$ cat src/rtl/core/csem_pkg.sv
// shared constants, codes and the controller-to-datapath command struct
package csem_pkg;

  localparam int TASK_SLOTS = 32;
  localparam int PTR_W      = (TASK_SLOTS > 1) ? $clog2(TASK_SLOTS) : 1;
  localparam int OCC_W      = $clog2(TASK_SLOTS + 1);

  localparam int CFG_W   = 15;
  localparam int TASK_W  = 5;
  localparam int COUNT_W = 16;
  localparam int FAULT_W = 2;

  localparam logic signed [COUNT_W-1:0] COUNT_MAX = 16'sd32767;

  typedef enum logic {
    CMD_WAIT = 1'b0,
    CMD_POST = 1'b1
  } op_t;

  typedef enum logic [FAULT_W-1:0] {
    FAULT_NONE  = 2'd0,
    FAULT_FULL  = 2'd1,
    FAULT_MAX   = 2'd2
  } fault_t;

  typedef struct packed {
    logic capture;  // latch the transaction and read the ring head
    logic execute;  // update count and ring, register the result
  } csem_cmd_t;

endpackage

$ cat src/rtl/core/counting_semaphore_wait_queue.sv
// top level: counting semaphore with a fifo queue of waiting tasks
//
// command channel: a transaction (in_cmd, in_task_id) is taken at a rising
// edge with start high and busy low. in_cmd 0 is a wait, 1 is a post.
// result channel: one result per transaction, shown for exactly one cycle
// with out_valid high; the receiver cannot hold it off.
// the transaction is captured at acceptance; the execute state that follows
// updates count and queue and registers the result with out_valid high.
// busy is high in the execute state after acceptance; a new transaction can be
// taken once it falls, also in the cycle the previous result is shown.
// that busy state comes from the registered read of the waiter ring memory: the
// head entry is read at acceptance and used in the execute cycle.
// configuration: cfg_we with cfg_initial_count loads the count and empties
// the queue; write it only while idle.
// reset (rst_n low, synchronous): count 0, queue empty, no result pending;
// queue entries hold no defined value until written.
module counting_semaphore_wait_queue
  import csem_pkg::*;
(
  input  logic                      clk,
  input  logic                      rst_n,
  input  logic                      start,
  output logic                      busy,
  input  logic                      in_cmd,
  input  logic [TASK_W-1:0]         in_task_id,
  input  logic                      cfg_we,
  input  logic [CFG_W-1:0]          cfg_initial_count,
  output logic                      out_valid,
  output logic                      out_caller_blocked,
  output logic                      out_wake_valid,
  output logic [TASK_W-1:0]         out_wake_task,
  output logic [FAULT_W-1:0]        out_fault,
  output logic signed [COUNT_W-1:0] out_count_now
);

  csem_cmd_t cmd;

  csem_ctrl u_ctrl (
    .clk   (clk),
    .rst_n (rst_n),
    .start (start),
    .busy  (busy),
    .cmd   (cmd)
  );

  csem_dp u_dp (
    .clk                (clk),
    .rst_n              (rst_n),
    .cmd                (cmd),
    .in_cmd             (in_cmd),
    .in_task_id         (in_task_id),
    .cfg_we             (cfg_we),
    .cfg_initial_count  (cfg_initial_count),
    .out_valid          (out_valid),
    .out_caller_blocked (out_caller_blocked),
    .out_wake_valid     (out_wake_valid),
    .out_wake_task      (out_wake_task),
    .out_fault          (out_fault),
    .out_count_now      (out_count_now)
  );

endmodule

$ cat src/rtl/core/csem_ctrl.sv
// controller state machine: sequences capture and execute of one transaction
module csem_ctrl
  import csem_pkg::*;
(
  input  logic      clk,
  input  logic      rst_n,
  input  logic      start,
  output logic      busy,
  output csem_cmd_t cmd
);

  typedef enum logic {
    ST_IDLE,
    ST_EXEC
  } state_t;

  state_t state_r, state_nxt;

  always_comb begin
    state_nxt   = state_r;
    cmd.capture = 1'b0;
    cmd.execute = 1'b0;
    case (state_r)
      ST_IDLE: begin
        if (start) begin
          cmd.capture = 1'b1;
          state_nxt   = ST_EXEC;
        end
      end
      ST_EXEC: begin
        cmd.execute = 1'b1;
        state_nxt   = ST_IDLE;
      end
      default: begin
        state_nxt = ST_IDLE;
      end
    endcase
  end

  assign busy = (state_r != ST_IDLE);

  always_ff @(posedge clk) begin
    if (!rst_n) begin
      state_r <= ST_IDLE;
    end else begin
      state_r <= state_nxt;
    end
  end

endmodule

$ cat src/rtl/core/csem_dp.sv
// datapath: semaphore count, waiter ring memory, pointers and result registers
module csem_dp
  import csem_pkg::*;
(
  input  logic                      clk,
  input  logic                      rst_n,
  input  csem_cmd_t                 cmd,
  input  logic                      in_cmd,
  input  logic [TASK_W-1:0]         in_task_id,
  input  logic                      cfg_we,
  input  logic [CFG_W-1:0]          cfg_initial_count,
  output logic                      out_valid,
  output logic                      out_caller_blocked,
  output logic                      out_wake_valid,
  output logic [TASK_W-1:0]         out_wake_task,
  output logic [FAULT_W-1:0]        out_fault,
  output logic signed [COUNT_W-1:0] out_count_now
);

  logic [TASK_W-1:0] ring_mem [TASK_SLOTS];
  logic [TASK_W-1:0] head_data_r;

  logic signed [COUNT_W-1:0] count_r, count_nxt;
  logic [PTR_W-1:0]          head_r, head_nxt;
  logic [PTR_W-1:0]          tail_r, tail_nxt;
  logic [OCC_W-1:0]          occ_r, occ_nxt;

  logic              op_r;
  logic [TASK_W-1:0] task_r;

  logic              blocked;
  logic              wake;
  logic [TASK_W-1:0] wake_task;
  fault_t            fault;
  logic              ring_we;

  logic                      valid_r;
  logic                      blocked_r;
  logic                      wake_r;
  logic [TASK_W-1:0]         wake_task_r;
  logic [FAULT_W-1:0]        fault_r;

  function automatic logic [PTR_W-1:0] ptr_inc(input logic [PTR_W-1:0] p);
    if (p == PTR_W'(TASK_SLOTS - 1)) begin
      return '0;
    end
    return p + PTR_W'(1);
  endfunction

  always_comb begin
    count_nxt = count_r;
    head_nxt  = head_r;
    tail_nxt  = tail_r;
    occ_nxt   = occ_r;
    blocked   = 1'b0;
    wake      = 1'b0;
    wake_task = '0;
    fault     = FAULT_NONE;
    ring_we   = 1'b0;
    if (op_r == CMD_WAIT) begin
      if (count_r <= 0) begin
        // count would go negative: caller joins the queue unless it is full
        if (occ_r >= OCC_W'(TASK_SLOTS)) begin
          fault = FAULT_FULL;
        end else begin
          ring_we   = 1'b1;
          tail_nxt  = ptr_inc(tail_r);
          occ_nxt   = occ_r + OCC_W'(1);
          count_nxt = count_r - 16'sd1;
          blocked   = 1'b1;
        end
      end else begin
        count_nxt = count_r - 16'sd1;
      end
    end else begin
      if (count_r >= COUNT_MAX) begin
        fault = FAULT_MAX;
      end else begin
        count_nxt = count_r + 16'sd1;
        if (count_r < 0 && occ_r != '0) begin
          wake      = 1'b1;
          wake_task = head_data_r;
          head_nxt  = ptr_inc(head_r);
          occ_nxt   = occ_r - OCC_W'(1);
        end
      end
    end
  end

  // ring memory: read of the head is registered at capture
  always_ff @(posedge clk) begin
    if (cmd.capture) begin
      head_data_r <= ring_mem[head_r];
    end
    if (cmd.execute && ring_we) begin
      ring_mem[tail_r] <= task_r;
    end
  end

  always_ff @(posedge clk) begin
    if (cmd.capture) begin
      op_r   <= in_cmd;
      task_r <= in_task_id;
    end
    if (cmd.execute) begin
      blocked_r   <= blocked;
      wake_r      <= wake;
      wake_task_r <= wake_task;
      fault_r     <= fault;
    end
  end

  always_ff @(posedge clk) begin
    if (!rst_n) begin
      count_r <= '0;
      head_r  <= '0;
      tail_r  <= '0;
      occ_r   <= '0;
      valid_r <= 1'b0;
    end else begin
      valid_r <= cmd.execute;
      if (cfg_we) begin
        count_r <= COUNT_W'({1'b0, cfg_initial_count});
        head_r  <= '0;
        tail_r  <= '0;
        occ_r   <= '0;
      end else if (cmd.execute) begin
        count_r <= count_nxt;
        head_r  <= head_nxt;
        tail_r  <= tail_nxt;
        occ_r   <= occ_nxt;
      end
    end
  end

  assign out_valid          = valid_r;
  assign out_caller_blocked = blocked_r;
  assign out_wake_valid     = wake_r;
  assign out_wake_task      = wake_task_r;
  assign out_fault          = fault_r;
  assign out_count_now      = count_r;

endmodule

$ cat config.mk
export PLATFORM = sky130hd
export DESIGN_NAME = counting_semaphore_wait_queue
export DESIGN_NICKNAME = d
export VERILOG_FILES = /design/src/rtl/core/csem_pkg.sv /design/src/rtl/core/counting_semaphore_wait_queue.sv /design/src/rtl/core/csem_ctrl.sv /design/src/rtl/core/csem_dp.sv
export SDC_FILE = /design/constraint.sdc
export NUM_CORES = 1
export LEC_CHECK = 0
export BUFFER_PORTS_ARGS = -buffer_cell sky130_fd_sc_hd__buf_2
export CAP_MARGIN = 15
export CORE_AREA = 2 2 124 156
export DETAILED_ROUTE_END_ITERATION = 8
export DIE_AREA = 0 0 126 158
export GPL_ROUTABILITY_DRIVEN = 1
export GPL_TIMING_DRIVEN = 0
export PLACE_DENSITY = 0.69
export RECOVER_POWER = 50
export SYNTH_ARGS = -nofsm -noshare
export SYNTH_HDL_FRONTEND = slang
export SYNTH_SLANG_ARGS = --single-unit
$ cat constraint.sdc
create_clock -name clk -period 3.8 [get_ports clk]
set_clock_uncertainty 0.2 [all_clocks]
set_input_delay 0.19 -clock clk [delete_from_list [all_inputs] [get_ports clk]]
set_output_delay 0.19 -clock clk [all_outputs]
set_load 0.02 [all_outputs]
After elaboration in Yosys (flattened, before gate mapping):

Memory sizes are Yosys's and may differ from the RTL's. A register that Yosys moved wholly into a read port is not among the register bits.
Index checks and enable logic that the tools add are counted.

* multiplexer cells: 37
* $lt $le $gt $ge: 4
* reductions and logical operators: 13
* equality and inequality tests: 8
* bitwise logic cells: 6
* add/sub/neg operators: 6

Operators by type and width (number)
* $mux 16: 4
* $mux 15: 2
* $mux 6: 5
* $mux 5: 4
* $mux 1: 18
* $add 16x2->16 const B: 1
* $ge 16x16->1 const B: 1
* $le 16x1->1 const B: 1
* $lt 16x1->1 const B: 1
* $sub 16x2->16 const B: 1
* $add 5x1->5 const B: 2
* $eq 5x5->1 const B: 2
* $reduce_and 4->1: 2
* $add 6x1->6 const B: 1
* $ge 6x6->1 const B: 1
* $mux 2: 3
* $not 1->1: 6
* $reduce_and 3->1: 2
* $reduce_bool 6->1: 1
* $sub 6x1->6 const B: 1
* $reduce_and 5->1: 1
* $ne 2x2->1 const B: 2
* $ne 4x3->1 const B: 1
* $reduce_bool 2->1: 2
* other kinds (7): 9

* memories: 1
* bits in registers: 49
* memory bits (writable): 160
* logic and storage cells: 88

Memory list
* u_dp.ring_mem: depth 32, width 5, rd ports 1, clocked after Yosys merged registers in 1, wr ports 1, RTL line csem_dp.sv:20 `logic [TASK_W-1:0] ring_mem [TASK_SLOTS];`

Logic depth before layout (Yosys ltp):

Gate-level depths: netlist (run 1).

* depth in word-level cells: 7
* gate-level depth with buffers: 8
* mapped depth without buffers: 8

Cells and area by module:

A second synthesis (run 1) with hierarchy kept.

* cell total of the unflattened synthesis: 617
* area, all modules: 9465.3 µm²

Modules (own cells, without submodules)
* csem_dp: times used 1, cells each 612, area each 9415.3 µm²
* csem_ctrl: times used 1, cells each 5, area each 50.0 µm²

Worst setup path after synthesis (run 1):

Ideal clock, no wire load.

* path kind: reg-to-reg
* start: register u_dp.op_r
* end: register u_dp.count_r[14], in the netlist u_dp.out_count_now[14]
* setup time: 0.059 ns
* stages on the path, launching flop included: 9
* slack: 1.110 ns
* data required time: 3.541 ns
* data arrival time: 2.431 ns
* buffers on the path: 0
* path through: edfxtp_1 inv_1 ha_1 a21o_1 a31o_2 nor2b_1 o31a_1 o31ai_1 o211a_1

* longest elaborated chain between the ends: 3

Ends and longest elaborated chain
* from (decl): RTL line csem_dp.sv:28 `logic op_r;`
* from (signal assigned): RTL line csem_dp.sv:102 `op_r <= in_cmd;`
* $mux 16: RTL line csem_dp.sv:60 `if (op_r == CMD_WAIT) begin`
* $mux 15: RTL line csem_dp.sv:127 `end else if (cmd.execute) begin`
* $mux 15: RTL line csem_dp.sv:122 `if (cfg_we) begin`
* to (signal assigned): RTL line csem_dp.sv:123 `count_r <= COUNT_W'({1'b0, cfg_initial_count});`
* to (signal assigned): RTL line csem_dp.sv:128 `count_r <= count_nxt;`
* to (decl): RTL line csem_dp.sv:23 `logic signed [COUNT_W-1:0] count_r, count_nxt;`

Several ways; a longest one is shown, not always the timed one. The select of a mux whose other input is x is not followed.
A chain may end at the register's enable or synchronous reset.

Worst setup path after layout (run 1):

Ends and elaborated chain as after synthesis.

==> results.toml, run 1 <==
[routing]
postRouteAntennaNets = 0
drt_iter0_markers = 350
wirelength_mm = 20.9
via_count = 5706
wl_per_cell_um = 21.7
first_pass_iters = 5
viasPerCell = 5.93
drc = 0

[timing]
rsz0062_at_grt = "no"
hold_viol = 0
min_period_ns = 3.38
setup_viol_count_final = 0
setup_tns_ns = 0
tightest_slew_ns = 1.32
relSlewSlack = 0.117
whs_ns = 0.0799
finalCritPeriodShare = 0.890
max_freq_ghz = 0.296
final-max-slew-violation-count = 0

[worst_setup_path]
end_kind = "flip-flop"
path_cells = "inv_1, ha_1, nor2b_1, o2111ai_1, a211oi_1, nor4_1, o31ai_1, o211a_1"
crit_path_top_delay_cell = "edfxtp_1"
r2r_slack_ns = 0.42
worstSetupPathType = "flip-flop to flip-flop"
crit_fanout = 17
cp_num_buf_inv = 1
required_ns = 4.04
arrival_ns = 3.62
critPathMaxStageDelay_ns = 0.62
startpoint_type = "flip-flop"
critPathTopFamily = "compound AO/OA/AOI/OAI gates"

[logic_synthesis]
syn-num-nets = 670
synth_flop_cell = "edfxtp_1"
yosys.area.top_type = "edfxtp_1"
yosysMostFrequentCell = "edfxtp_1"
synth_edf_count = 180
async_flop_share = 0
ys_types = 57
ys_ff_latch = 214
ys_top_cells_by_area = "edfxtp_1, mux4_2, dfxtp_1, ha_1, nor2_1"
synthDominantCellAreaShare = 0.574
postSynthCellCount = 617
ys_seq_area_frac = 0.646
yosysWarnings = 0
avgSynthCellArea_sq_um = 15.3
synth_top_cells_by_count = "edfxtp_1, nor2_1, mux4_2, a21oi_1, dfxtp_1"
syn-cell-area_sq_um = 9420

[finish]
regArea_sq_um = 6090
layout.nets = 769
n_antenna_cell = 0
fill_cells = 1422
final_layout_size_suffix_gt1_frac = 0.171
area_growth_pct = 16.2
fin_area_sq_um = 10900
multi_input_area_sq_um = 3140

[global_routing]
grt_pass1_vias = 5883
antenna_found_initial = 0
grt_overflow = 0
track_usage = 0.211
grt_pass1_wl_mm = 32.3
grt_max_degree = 33

[power]
ir_drop_mv = 0.559
power_mw = 5.23
power.leakage_nw = 3.58
powerDensity_nw_per_um2 = 478

[clocking]
post_cts_buffers = 0
cts_root_buf = "clkbuf_16"
cts_tree = "done"
htree_levels = 1
numCtsBuffers = 22
clock-sinks = 214
clk_latency_ns = 0.50
cts_resized = 0
cts.path.max_buffers = 3
clkTransAtPathRegs_ns = 0.06

[floorplanning]
die_w_um = 126
core_sq_um = 18500
rows = 56
die_h_um = 158
initial_core_util = 0.509
num_io_pins = 52
die-area_sq_um = 19900

[status]
status = "finished clean"

[place]
placed_cell_area_sq_um = 9960
gp_congestion = 0.934
numPortBuffers = 51
hpwl_mm = 14.5

[flow_run]
max_cap_viol_count = 0

[worst_hold_path]
hold_path_class = "input pin to flip-flop"
tightest hold or removal path: stages:
cell and delay (ns):
buf_2 0.09, inv_1 0.05, clkbuf_1 0.23, a31oi_1 0.18
logic make-up (layout without fill, tap and decap cells):
| group | count (synthesis) | in the layout | share of synthesized area |
|---|---|---|---|
| xor+xnor | 13 | 13 | 0.0121 |
| compound gates | 104 | 104 | 0.0687 |
| buf+inv | 40 | 154 | 0.0186 |
| flops | 214 | 214 | 0.646 |
| mux | 60 | 60 | 0.131 |
| fa+ha+maj | 28 | 28 | 0.0388 |
| simple gates | 158 | 158 | 0.0846 |
final timing paths:
kind                                           from                endpoint  cells past startpoint
worst max-delay path                      u_dp.op_r  u_dp.out_count_now[14]                      8
worst min register to register  u_dp.head_data_r[2]   u_dp.out_wake_task[2]                      1
worst max register to register            u_dp.op_r  u_dp.out_count_now[14]                      8
worst min-delay path                         cfg_we   u_dp.out_count_now[4]                      4
area by class of cell:
cell class                 instances  area share
sequential                       214       0.556
multi-input combinational        363       0.287
clock buffer                      30      0.0579
timing repair buffer              75      0.0415
tap                              232      0.0265
clock inverter                     9      0.0149
buffer                            27      0.0115
inverter                          13     0.00446
cell usage in the layout (no fill, tap or decap), types with 3 or more instances in the layout:
master	Yosys	final
edfxtp_1	180	180
nor2_1	55	55
clkbuf_1	19	53
mux4_2	50	50
a21oi_1	40	40
dfxtp_1	34	34
nand2_1	30	30
ha_1	26	26
buf_2	2	25
clkbuf_16	0	24
o21ai_0	23	23
dlygate4sd3_1	0	23
inv_1	13	13
nand3_1	11	11
xnor2_1	10	10
a31oi_1	8	9
nor3_1	7	7
a21o_1	7	7
nor4_1	6	6
nor2b_1	6	6
nand3b_1	6	6
mux2_2	5	5
and2_1	10	5
or3_1	5	5
nand4_1	5	5
and2_0	0	5
mux2i_1	5	5
buf_4	4	4
and3_1	4	4
a211oi_1	4	4
bufinv_16	0	4
o21a_1	3	3
or4_1	3	3
o211ai_1	3	3
xor2_1	3	3
state kept, by name, summed over array words and instances (netlist names), 2 cells and up:
name	flops
u_dp.task_r	5
u_dp.head_r	5
u_dp.out_count_now	16
u_dp.ring_mem	160
u_dp.out_wake_task	5
u_dp.head_data_r	5
u_dp.out_fault	2
u_dp.occ_r	6
u_dp.tail_r	5
layer usage:
metal	GRT usage	vias to the layer above	wire, um
li1	-	2622	-
met1	0.248	2835	7940
met2	0.390	193	11100
met3	0.0301	56	1090
met4	0.0832	0	773
met5	0	-	0
through the flow:
step	std cells	setup WS (ns)	util
2_1_floorplan	617	1.11	-
3_3_place_gp	900	0.518	0.539
3_5_place_dp	900	0.430	0.539
4_1_cts	962	0.406	0.594
5_1_grt	963	0.164	0.592
6_report	963	0.417	0.592
where the power goes:
part           internal (mW)  leakage [nW]  switching, mW
combinational          0.116          1.28          0.173
clock                   1.45         0.384          0.865
sequential              2.57          1.91         0.0571
total                   4.13          3.58           1.09
repair_timing:
action / CTS / global route
hold endpoints to repair: 22 / 0
hold buffers: 23 / 0
endpoints found under the setup margin: 0 / 0
No activity file was read; power rests on OpenSTA's default activity.
==> run 2: changes to the inputs <==
clock period = 3.35 ns   (was 3.8 ns; I/O delays follow)
==> results.toml, run 2 (synthesis results as in run 1) <==
[finish]
area_growth_pct = 17.2
stdcell_count = 975
final_cell_mix = "edfxtp_1, nor2_1, clkbuf_1, mux4_2, a21oi_1"
final_common_cell = "edfxtp_1"
regMostFlops = "u_dp.ring_mem"
layout.nets = 781
final_layout_size_suffix_gt1_frac = 0.183
n_antenna_cell = 0
fill_cells = 1418
largest_reg_flops = 160
regArea_sq_um = 6090
multi_input_area_sq_um = 3140

[place]
numPortBuffers = 51
hpwl_mm = 14.5
gp_congestion = 0.934
dp_cells = 900

[clocking]
numCtsBuffers = 22
cts.path.max_buffers = 3
htree_levels = 1
clock-sinks = 214
clkTransAtPathRegs_ns = 0.06
clk_latency_ns = 0.50
cts_root_buf = "clkbuf_16"
cts_tree = "done"

[routing]
postRouteAntennaNets = 0
via_count = 5798
wirelength_mm = 21.2
viasPerCell = 5.95
first_pass_iters = 5
drc = 0
drt_iter0_markers = 411
wl_per_cell_um = 21.7

[worst_setup_path]
crit_start = "u_dp.op_r"
end_kind = "flip-flop"
required_ns = 3.59
startpoint_type = "flip-flop"
r2r_slack_ns = 0.23
worstSetupPathType = "flip-flop to flip-flop"
arrival_ns = 3.35
crit_fanout = 13
r2r_start = "u_dp.op_r"

[global_routing]
grt_pass1_wl_mm = 32.5
track_usage = 0.212
grt_max_degree = 33
grt_pass1_vias = 5918
antenna_found_initial = 0
grt_overflow = 0

[floorplanning]
die_h_um = 158
num_io_pins = 52
die-area_sq_um = 19900
rows = 56
initial_core_util = 0.509
die_w_um = 126
core_sq_um = 18500

[timing]
tightest_slew_ns = 1.30
final-max-slew-violation-count = 0
rsz0062_at_grt = "no"
finalCritPeriodShare = 0.930
hold_viol = 0
whs_ns = 0.0526
setup_viol_count_final = 0
max_freq_ghz = 0.321
min_period_ns = 3.12
relSlewSlack = 0.131

[flow_run]
max_cap_viol_count = 0

[status]
status = "finished clean"

[worst_hold_path]
holdCritStartpoint = "cfg_we"
hold_path_class = "input pin to flip-flop"

[power]
powerDensity_nw_per_um2 = 539
power.leakage_nw = 3.63
ir_drop_mv = 0.638
run 2: cell types whose count changed in the layout (fill, tap and decap cells not counted), sizes merged:
cell,delta
clkbuf,+2
inv,-1
clkinvlp,+1
dlygate4sd3,+2
buf,+8
run 2: worst max-delay path: stages, from the launching register on:
cell	delay (ns)
edfxtp_1	0.58
clkinvlp_4	0.13
buf_4	0.21
ha_1	0.36
nor2b_1	0.32
o2111ai_1	0.26
a211oi_1	0.41
nor4_1	0.11
o31ai_1	0.29
o211a_1	0.19
run 2: worst paths after layout:
| kind | to | cells past startpoint |
|---|---|---|
| hold / removal | u_dp.out_count_now[4] | 4 |
| setup reg to reg | u_dp.out_count_now[14] | 9 |
| setup / recovery | u_dp.out_count_now[14] | 9 |
| hold reg to reg | u_dp.out_wake_task[2] | 1 |
run 2: what timing repair did:
| action | CTS | global route |
|---|---|---|
| gates resized for setup | 1 | 0 |
| setup buffers | 4 | 6 |
| hold buffers | 25 | 0 |
| endpoints found under the hold margin | 22 | 0 |
| setup endpoints to repair | 2 | 2 |
run 2: power by group:
group	total, mW	switching (mW)	internal [mW]	leakage, nW
Combinational	0.343	0.201	0.141	1.33
Sequential	2.98	0.0648	2.91	1.91
Clock	2.63	0.988	1.64	0.384
run 2: per-stage QoR:
step | utilization | area [sq um] | setup WS (ns) | TNS (ns) | power [mW]
2_1_floorplan | - | 9420 | 0.660 | 0 | 3.22
3_3_place_gp | 0.539 | 9960 | 0.0679 | 0 | 3.33
3_5_place_dp | 0.539 | 9960 | -0.0198 | -0.0198 | 3.34
4_1_cts | 0.597 | 11000 | 0.141 | 0 | 5.97
5_1_grt | 0.597 | 11000 | 0.0982 | 0 | 6.12
6_report | 0.597 | 11000 | 0.234 | 0 | 5.95
run 2: layer usage:
metal | vias to the layer above | GRT usage | share of wire
met4 | 0 | 0.0816 | 0.036
met1 | 2861 | 0.249 | 0.37
met3 | 55 | 0.0297 | 0.058
met5 | - | 0 | 0
li1 | 2646 | - | -
met2 | 236 | 0.395 | 0.53
run 2: final cells by class:
cell class                      instances  area share
Timing Repair Buffer                   87      0.0498
Tap cell                              232      0.0263
Multi-Input combinational cell        363       0.284
Buffer                                 27      0.0114
Clock buffer                           30      0.0573
Clock inverter                          9      0.0147
Sequential cell                       214       0.551
Inverter                               13     0.00476
==> run 3: changes to the inputs <==
CTS_BUF_LIST = sky130_fd_sc_hd__clkbuf_8   (was not set)
==> results.toml, run 3 (synthesis results as in run 1) <==
[status]
status = "finished clean"

[flow_run]
max_cap_viol_count = 0

[global_routing]
track_usage = 0.216
antenna_found_initial = 0
grt_max_degree = 33
grt_overflow = 0
grt_pass1_vias = 5993
grt_pass1_wl_mm = 32.9

[place]
hpwl_mm = 14.5
pre_cts_ws_ns = -0.0198
numPortBuffers = 51
gp_congestion = 0.934
placed_cell_area_sq_um = 9960

[worst_setup_path]
ff2ff_path_depth = 9
startpoint_type = "flip-flop"
path_cells = "clkinvlp_4, buf_4, ha_1, o211ai_1, o211ai_1, a31oi_1, a2bb2oi_1, mux2i_1, mux2i_1"
r2r_end = "u_dp.out_count_now[15]"
worstSetupPathType = "flip-flop to flip-flop"
cp_num_buf_inv = 2
critPathTopFamily = "compound AO/OA/AOI/OAI gates"
crit_path_top_delay_cell = "edfxtp_1"
r2r_start = "u_dp.op_r"
end_kind = "flip-flop"
r2r_slack_ns = 0.24
critPathMaxStageDelay_ns = 0.58
required_ns = 3.58
arrival_ns = 3.34
crit_fanout = 14

[power]
ir_drop_mv = 0.424
powerDensity_nw_per_um2 = 504
combPwrFrac = 0.062
p_sw_frac = 0.229
p_int_mw = 4.25
power_frac_clock = 0.397
p_sw_mw = 1.26
power.leakage_nw = 3.60
pwr-share-seq = 0.540

[timing]
setup_viol_count_final = 0
rsz0062_at_grt = "no"
tightest_slew_ns = 1.24
finalCritPeriodShare = 0.930
max_freq_ghz = 0.321
min_period_ns = 3.11
hold_viol = 0
final-max-slew-violation-count = 0
relSlewSlack = 0.174
fin_ws_ns = 0.235

[floorplanning]
die_w_um = 126
num_io_pins = 52
initial_core_util = 0.509
rows = 56
die_h_um = 158
core_sq_um = 18500
die-area_sq_um = 19900

[finish]
regMostFlops = "u_dp.ring_mem"
final_layout_size_suffix_gt1_frac = 0.194
layout.nets = 795
largest_reg_flops = 160
multi_input_area_sq_um = 3140
fin_area_sq_um = 10900
fill_cells = 1442
regArea_sq_um = 6090
area_growth_pct = 16.1
final_cell_mix = "edfxtp_1, nor2_1, mux4_2, clkbuf_1, a21oi_1"
n_antenna_cell = 0
final_common_cell = "edfxtp_1"

[clocking]
htree_levels = 2
clk_latency_ns = 0.52
cts_root_buf = "clkbuf_8"
cts.path.max_buffers = 3
cts_tree = "done"
clkTransAtPathRegs_ns = 0.07
numCtsBuffers = 34
clock-sinks = 214

[worst_hold_path]
min_to = "u_dp.out_count_now[6]"
holdCritStartpoint = "cfg_we"
hold_path_class = "input pin to flip-flop"
hold_depth = 4

[routing]
drt_iter0_markers = 336
postRouteAntennaNets = 0
viasPerCell = 5.92
wirelength_mm = 21.3
wl_per_cell_um = 21.4
first_pass_iters = 5
via_count = 5900
drc = 0
[run 3: how the worst max path moves through the flow]
stage               from                      to  slack (ns)  depth (start not counted)
2_1_floorplan  u_dp.op_r  u_dp.out_count_now[14]        0.66                          8
3_3_place_gp   u_dp.op_r  u_dp.out_count_now[15]        0.07                          8
3_5_place_dp   u_dp.op_r  u_dp.out_count_now[14]       -0.02                          8
4_1_cts        u_dp.op_r  u_dp.out_count_now[15]        0.14                          9
5_1_grt        u_dp.op_r  u_dp.out_count_now[14]        0.07                          9
6_report       u_dp.op_r  u_dp.out_count_now[15]        0.24                          9
[run 3: timing repair]
item,in CTS,in global routing
setup endpoints to repair,2,2
buffers inserted,3,6
hold buffers,28,0
hold endpoints to repair,22,0
gates resized for setup,1,0
[run 3: per-stage QoR]
stage / hold slack (ns) / TNS [ns] / total power, mW / util / cells
4_1_cts: 0.0117 / 0 / 5.55 / 0.591 / 989
6_report: 0.0492 / 0 / 5.51 / 0.591 / 996
3_3_place_gp: 0.143 / 0 / 3.33 / 0.539 / 900
3_5_place_dp: 0.146 / -0.0198 / 3.34 / 0.539 / 900
5_1_grt: 0.0767 / 0 / 5.71 / 0.591 / 996
2_1_floorplan: 0.0664 / 0 / 3.22 / - / 617
[run 3: layout make-up]
class	count	share of cell area
plain buffers	27	0.0116
clock buffers	34	0.0428
clock inverters	24	0.0177
inverters	13	0.00481
multi-input cells	363	0.287
flip-flops and latches	214	0.557
well taps	232	0.0266
repair buffers	89	0.0523
[run 3: per-layer routing]
metal | share of wire | vias to the layer above | global-route usage
li1 | - | 2687 | -
met1 | 0.38 | 2911 | 0.254
met2 | 0.53 | 244 | 0.393
met3 | 0.056 | 58 | 0.0372
met4 | 0.036 | 0 | 0.0890
met5 | 0 | - | 0
[run 3: worst min-delay path: cells and delay by family]
| family | cells | cell delay, ns |
|---|---|---|
| buf+inv | 3 | 0.37 |
| compound gates | 1 | 0.19 |
[run 3: power by group through the flow]
stage	Combinational (mW)	Sequential [mW]	Clock, mW
after floorplan	0.191	3.03	0
after global placement	0.293	3.03	0
after detailed placement	0.301	3.04	0
after CTS	0.332	2.98	2.23
after global routing	0.376	2.98	2.36
final	0.344	2.98	2.19
